--- config.mk ---
export PLATFORM = sky130hd
export DESIGN_NAME = t_function_random_bits
export DESIGN_NICKNAME = d
export VERILOG_FILES = /design/src/rtl/tfrb_pkg.sv /design/src/rtl/t_function_random_bits.sv /design/src/rtl/tfrb_datapath.sv /design/src/rtl/tfrb_controller.sv
export SDC_FILE = /design/constraint.sdc
export NUM_CORES = 2
export LEC_CHECK = 0
export ABC_AREA = 0
export BUFFER_PORTS_ARGS = -buffer_cell sky130_fd_sc_hd__buf_4
export CAP_MARGIN = 20
export CORE_UTILIZATION = 63
export DETAILED_ROUTE_END_ITERATION = 10
export PLACE_DENSITY = 0.81
export SYNTH_ARGS = -nofsm -noshare
export SYNTH_HDL_FRONTEND = slang
export SYNTH_SLANG_ARGS = --single-unit
--- constraint.sdc ---
create_clock -name clk -period 11.9 [get_ports clk]
set_clock_uncertainty 0.1 [all_clocks]
set_input_delay 0 -clock clk [delete_from_list [all_inputs] [get_ports clk]]
set_output_delay 0 -clock clk [all_outputs]
set_load 0.01 [all_outputs]
--- src/rtl/tfrb_pkg.sv ---
`timescale 1ns / 1ps

package tfrb_pkg;

    localparam int STATE_W       = 32;
    localparam int OUT_W         = 64;
    localparam int CNT_W         = 6;
    localparam int FRACTION_BITS = 53;
    localparam int MAX_BITS      = 32;
    localparam int MANT_W        = 52;
    localparam int EXP_W         = 11;
    localparam int EXP_BIAS      = 1023;

    localparam logic [STATE_W-1:0] STEP_OR_MASK = 32'h0000_0005;

    localparam logic CMD_GET_BITS   = 1'b0;
    localparam logic CMD_GET_DOUBLE = 1'b1;

    // controller -> datapath
    typedef struct packed {
        logic start;      // clear accumulator, latch mode
        logic is_double;  // mode for start
        logic step;       // advance generator one bit
        logic load_out;   // capture result into output register
    } ctrl_cmd_t;

endpackage

--- src/rtl/t_function_random_bits.sv ---
`timescale 1ns / 1ps
// Channel  | Direction | Handshake             | Payload
// ---------+-----------+-----------------------+------------------------------
// in       | request   | in_valid / in_stall   | command[0:0], bit_count[5:0]
// out      | result    | out_valid / out_stall | value[63:0]
// seed     | config    | seed_we               | seed[31:0]
//
// Steps: get bits draws N bits (N = bit_count, saturated to 32), get double draws 53;
//   one generator step (32x32 square + add) per cycle, then the result is loaded.
// A zero count for get bits skips stepping and returns 0.
// Reset (rst_n, async low) clears the generator state to 0 and empties the output.
// The output register frees the engine: a new request is taken while a result
//   waits; the engine only holds in its finish state if the old result is unread.

module t_function_random_bits (
    input  logic        clk,
    input  logic        rst_n,
    input  logic        seed_we,
    input  logic [31:0] seed,
    input  logic        in_valid,
    output logic        in_stall,
    input  logic        command,
    input  logic [5:0]  bit_count,
    output logic        out_valid,
    input  logic        out_stall,
    output logic [63:0] value
);

    tfrb_pkg::ctrl_cmd_t cmd;

    // sequencer: request accept, step count, result hand-off
    tfrb_controller u_ctrl (
        .clk       (clk),
        .rst_n     (rst_n),
        .in_valid  (in_valid),
        .in_stall  (in_stall),
        .command   (command),
        .bit_count (bit_count),
        .out_valid (out_valid),
        .out_stall (out_stall),
        .cmd       (cmd)
    );

    // generator state, bit accumulator, double packing, output register
    tfrb_datapath u_dp (
        .clk     (clk),
        .rst_n   (rst_n),
        .seed_we (seed_we),
        .seed    (seed),
        .cmd     (cmd),
        .value   (value)
    );

    // accepted request makes the block busy next cycle
    a_busy_after_accept: assert property (@(posedge clk) disable iff (!rst_n)
        (in_valid && !in_stall) |=> in_stall)
        else $error("not busy after request accept");

    // a result load always raises out_valid
    a_load_sets_valid: assert property (@(posedge clk) disable iff (!rst_n)
        cmd.load_out |=> out_valid)
        else $error("result loaded but out_valid low");

    // new result only appears through a load
    a_valid_from_load: assert property (@(posedge clk) disable iff (!rst_n)
        $rose(out_valid) |-> $past(cmd.load_out))
        else $error("out_valid rose without load");

    // commands are mutually exclusive
    a_cmd_exclusive: assert property (@(posedge clk) disable iff (!rst_n)
        $onehot0({cmd.start, cmd.step, cmd.load_out}))
        else $error("overlapping datapath commands");

endmodule

--- src/rtl/tfrb_datapath.sv ---
`timescale 1ns / 1ps

module tfrb_datapath (
    input  logic                          clk,
    input  logic                          rst_n,
    input  logic                          seed_we,
    input  logic [tfrb_pkg::STATE_W-1:0]  seed,
    input  tfrb_pkg::ctrl_cmd_t           cmd,
    output logic [tfrb_pkg::OUT_W-1:0]    value
);

    logic [tfrb_pkg::STATE_W-1:0]       state_reg, state_next;
    logic [tfrb_pkg::STATE_W-1:0]       square;
    logic [tfrb_pkg::FRACTION_BITS-1:0] acc_reg, acc_next;
    logic                               mode_reg, mode_next;
    logic [tfrb_pkg::CNT_W-1:0]         idx_reg, idx_next;
    logic [tfrb_pkg::CNT_W-1:0]         top_reg, top_next;
    logic                               any_reg, any_next;
    logic [tfrb_pkg::OUT_W-1:0]         value_reg, value_next;
    logic                               new_bit;
    logic [tfrb_pkg::CNT_W-1:0]         norm_shift;
    logic [tfrb_pkg::FRACTION_BITS-1:0] norm;
    logic [tfrb_pkg::EXP_W-1:0]         biased;

    // one T-function step: s + (s*s | 5), low 32 bits
    assign square     = tfrb_pkg::STATE_W'(state_reg * state_reg);
    assign state_next = seed_we  ? seed :
                        cmd.step ? state_reg + (square | tfrb_pkg::STEP_OR_MASK) :
                                   state_reg;
    assign new_bit    = state_next[tfrb_pkg::STATE_W-1];

    always_comb
    begin
        acc_next  = acc_reg;
        mode_next = mode_reg;
        idx_next  = idx_reg;
        top_next  = top_reg;
        any_next  = any_reg;
        if (cmd.start)
        begin
            acc_next  = '0;
            mode_next = cmd.is_double;
            idx_next  = '0;
            top_next  = '0;
            any_next  = 1'b0;
        end
        else if (cmd.step)
        begin
            idx_next = idx_reg + 1'b1;
            if (mode_reg == tfrb_pkg::CMD_GET_DOUBLE)
            begin
                // first bit ends up least significant
                acc_next = {new_bit, acc_reg[tfrb_pkg::FRACTION_BITS-1:1]};
                if (new_bit)
                begin
                    top_next = idx_reg;
                    any_next = 1'b1;
                end
            end
            else
            begin
                acc_next = {acc_reg[tfrb_pkg::FRACTION_BITS-2:0], new_bit};
            end
        end
    end

    // top bit position is tracked while bits arrive, so packing is one shift
    assign norm_shift = tfrb_pkg::CNT_W'(tfrb_pkg::FRACTION_BITS - 1) - top_reg;
    assign norm       = acc_reg << norm_shift;
    assign biased     = tfrb_pkg::EXP_W'(tfrb_pkg::EXP_BIAS - tfrb_pkg::FRACTION_BITS)
                      + tfrb_pkg::EXP_W'(top_reg);

    always_comb
    begin
        value_next = value_reg;
        if (cmd.load_out)
        begin
            if (mode_reg == tfrb_pkg::CMD_GET_DOUBLE)
                value_next = any_reg ? {1'b0, biased, norm[tfrb_pkg::MANT_W-1:0]} : '0;
            else
                value_next = {{(tfrb_pkg::OUT_W-tfrb_pkg::MAX_BITS){1'b0}},
                              acc_reg[tfrb_pkg::MAX_BITS-1:0]};
        end
    end

    always_ff @(posedge clk or negedge rst_n)
    begin
        if (!rst_n)
            state_reg <= '0;
        else
            state_reg <= state_next;
    end

    always_ff @(posedge clk)
    begin
        acc_reg   <= acc_next;
        mode_reg  <= mode_next;
        idx_reg   <= idx_next;
        top_reg   <= top_next;
        any_reg   <= any_next;
        value_reg <= value_next;
    end

    assign value = value_reg;

endmodule

--- src/rtl/tfrb_controller.sv ---
`timescale 1ns / 1ps

module tfrb_controller (
    input  logic                        clk,
    input  logic                        rst_n,
    input  logic                        in_valid,
    output logic                        in_stall,
    input  logic                        command,
    input  logic [tfrb_pkg::CNT_W-1:0]  bit_count,
    output logic                        out_valid,
    input  logic                        out_stall,
    output tfrb_pkg::ctrl_cmd_t         cmd
);

    typedef enum logic [1:0] {
        S_IDLE,
        S_STEP,
        S_FINISH
    } state_t;

    state_t                     state_reg, state_next;
    logic [tfrb_pkg::CNT_W-1:0] rem_reg, rem_next;
    logic                       out_valid_reg, out_valid_next;
    logic [tfrb_pkg::CNT_W-1:0] req_steps;
    logic                       accept;
    logic                       out_free;

    assign accept   = in_valid && (state_reg == S_IDLE);
    assign out_free = !out_valid_reg || !out_stall;

    always_comb
    begin
        if (command == tfrb_pkg::CMD_GET_DOUBLE)
            req_steps = tfrb_pkg::CNT_W'(tfrb_pkg::FRACTION_BITS);
        else if (bit_count > tfrb_pkg::CNT_W'(tfrb_pkg::MAX_BITS))
            req_steps = tfrb_pkg::CNT_W'(tfrb_pkg::MAX_BITS);
        else
            req_steps = bit_count;
    end

    always_comb
    begin
        state_next     = state_reg;
        rem_next       = rem_reg;
        out_valid_next = out_valid_reg && out_stall;
        cmd            = '0;
        cmd.is_double  = (command == tfrb_pkg::CMD_GET_DOUBLE);
        unique case (state_reg)
            S_IDLE:
            begin
                if (accept)
                begin
                    cmd.start  = 1'b1;
                    rem_next   = req_steps;
                    state_next = (req_steps == '0) ? S_FINISH : S_STEP;
                end
            end
            S_STEP:
            begin
                cmd.step = 1'b1;
                rem_next = rem_reg - 1'b1;
                if (rem_reg == tfrb_pkg::CNT_W'(1))
                    state_next = S_FINISH;
            end
            S_FINISH:
            begin
                if (out_free)
                begin
                    cmd.load_out   = 1'b1;
                    out_valid_next = 1'b1;
                    state_next     = S_IDLE;
                end
            end
            default:
            begin
                state_next = S_IDLE;
            end
        endcase
    end

    always_ff @(posedge clk or negedge rst_n)
    begin
        if (!rst_n)
        begin
            state_reg     <= S_IDLE;
            rem_reg       <= '0;
            out_valid_reg <= 1'b0;
        end
        else
        begin
            state_reg     <= state_next;
            rem_reg       <= rem_next;
            out_valid_reg <= out_valid_next;
        end
    end

    assign in_stall  = (state_reg != S_IDLE);
    assign out_valid = out_valid_reg;

endmodule

==> flow_summary_export.csv <==
group,metric,value,unit
outcome,status,"completed",
detailed_routing,routed_wl,64360,um
worst_hold_path,min_path_type,"in2reg",
synth,synth-edff-count,64,
placement,gp_congestion,0.9645,
setup_path,slowest_delay,1.02,ns
final_layout,largest_reg_flops,63,
setup_path,path_delay_family,"adder cells",
placement,numPortBuffers,108,
clock_network,numCtsBuffers,17,
final_layout,nFillCells,2752,
synth,yosysSeqAreaShare,17.59,%
setup_path,worst_ep_arrival_time,10.85,ns
clock_network,cts-htree-levels,4,
synth,ys_top_cells_by_area,"fa_1 30%, ha_1 8.6%, edfxtp_1 7.9%",
synth,netlist_instances,2615,
synth,synth_cell_type_count,65,
sta,timing.fmax,0.09402,GHz
clock_network,cts_sinks,171,
grt,track_usage,34.57,%
die,die-height,198.3,um
synth,async_flop_share,23.98,%
detailed_routing,drt_iter0_drc,1453,
clock_network,cts.repair.resized,0,
placement,place_inst,3125,
synth,synth_top_area_share,30.19,%
sta,worst_slew_pin_slew,1.031,ns
clock_network,cts_max_path_buffers,2,
clock_network,ctsHoldBuffers,58,
detailed_routing,ant_nets,0,
final_layout,nets,3268,
grt,grt_pass1_wl,103800,um
final_layout,syn_to_final_growth,9.852,%
final_layout,final_cells,3216,
flow_run,maxCapViolCount,0,
synth,synth.most_common_cell,"inv_1",
clock_network,cts_tree,"yes",
clock_network,path_clk_slew,0.07,ns
setup_path,end_kind,"flip-flop",
synth,post_synth.cell_area_avg,9.281,um2
detailed_routing,via_per_inst,5.956,
sta,slew_headroom,31.30,%
synth,synth_common_cells,"433 x inv_1, 366 x fa_1, 271 x nand2_1, 166 x ha_1, 150 x o21ai_0",
synth,synth_top_flop_cell,"dfxtp_1",
die,dieArea,0.03931,mm2
synth,ys_seq_elements,171,
die,core-area,0.03776,mm2
synth,yosysTopAreaCell,"fa_1",
setup_path,start_kind,"flip-flop",
sta,finalSetupTns,0,ns
synth,synth_area,0.02427,mm2
setup_path,cpMostUsedCell,"fa_1",
detailed_routing,detail_route.wl_per_cell,20.01,um
placement,placedInstanceArea,0.02548,mm2
sta,maxSlewViolCount,0,
setup_path,slowest_stage,"dfrtp_1",
grt,first_global_vias,20090,
final_layout,drive_gt1_share,8.540,%
setup_path,crit_required,12.11,ns
grt,grt-ovfl-total,0,
sta,fin_crit_sh,89.38,%
synth,synth_nets,3191,
setup_path,setup.worst_path.class,"reg2reg",
detailed_routing,vias,19150,
sta,finalHoldViolations,0,
clock_network,clk_latency,0.46,ns
setup_path,critPathBufInv,3,
die,rows,71,
die,pin_count,110,
synth,synth_warnings,0,
placement,dpl.hpwl,49170,um
clock_network,cts_setup_buffers,0,
final_layout,antenna_cells,0,
sta,rsz0062_at_grt,"false",
detailed_routing,firstDrtPassIters,5,
die,dieWidth,198.3,um
setup_path,crit_fanout,25,
die,start_util,64.28,%
final_layout,multi_input_area,0.01794,mm2
sta,setup_viol,0,
detailed_routing,drc,0,
sta,finalCriticalPeriod,10.64,ns
final_layout,register_area,0.004270,mm2
grt,antenna_found_initial,0,
final_layout,final_cell_area,0.02666,mm2
clock_network,cts_root_buf,"clkbuf_16",
grt,grt_max_degree,90,
-- layout make-up --
type                       count  share of cell area (%)
tap                          511                   2.398
multi-input combinational   1876                   67.29
sequential                   171                   16.02
timing repair buffer         193                   6.054
inverter                     433                   6.096
clock inverter                13                  0.5162
clock buffer                  19                   1.624
-- placed cells by master, fill, tap and decap left out, drive strengths merged, types with 8 or more instances in the layout --
cell         instances
inv                439
fa                 366
nand2              271
ha                 166
o21ai              152
buf                135
and2               132
a21oi              121
nor2               112
mux2i               82
dfxtp               66
xnor2               65
edfxtp              64
dlygate4sd3         58
a31oi               48
dfrtp               41
nand2b              40
mux4                34
a211oi              34
xor2                32
a21o                31
nand3               28
clkbuf              19
and3                17
nor3                16
o22ai               16
nor2b               14
o21a                 9
o21bai               8
or2                  8
-- kinds of logic after synthesis --
logic type	synth area share (%)
fa+ha+maj	38.75
compound gates	11.51
xor+xnor	3.593
other cells	0.01545
buf+inv	8.816
flops	17.59
simple gates	12.96
mux	6.769
-- per-layer routing --
metal | part of all wire [%] | vias up | global-route usage, %
met3 | 6.8 | 162 | 5.791
met5 | 0 | - | 0
li1 | - | 8633 | -
met1 | 39 | 9550 | 43.04
met4 | 3.9 | 0 | 14.90
met2 | 51 | 809 | 59.34
-- worst min-delay path, cell delays in order --
cell	delay [ns]
buf_4	0.31
nand2_1	0.13
o21ai_0	0.08
-- metrics by stage --
| stage | hold slack [ns] | worst slack, ns | utilization, % |
|---|---|---|---|
| after floorplan | -0.3956 | 2.589 | - |
| after global placement | -0.03144 | 1.642 | 67.49 |
| after detailed placement | -0.01747 | 1.344 | 67.49 |
| after CTS | 0.001146 | 1.254 | 70.54 |
| after global routing | 0.04262 | 0.8715 | 70.61 |
| final | 0.02342 | 1.264 | 70.61 |
-- path summary, 6_finish.rpt --
check	startpoint	endpoint	slack (ns)	depth (start not counted)
worst min register to register	u_dp.idx_reg[1]	u_dp.idx_reg[1]	0.40	2
worst max register to register	u_dp.state_reg[6]	u_dp.top_reg[3]	1.26	32
min in group asynchronous	rst_n	u_ctrl.rem_reg[3]	0.05	2
worst min-delay path	seed_we	u_dp.state_reg[0]	0.02	3
max in group asynchronous	rst_n	u_dp.state_reg[6]	11.20	2
worst max-delay path	u_dp.state_reg[6]	u_dp.top_reg[3]	1.26	32
Power is left out: the tool's default activity adds up to more than one toggle a clock period on the data nets, which glitch-free logic cannot reach.
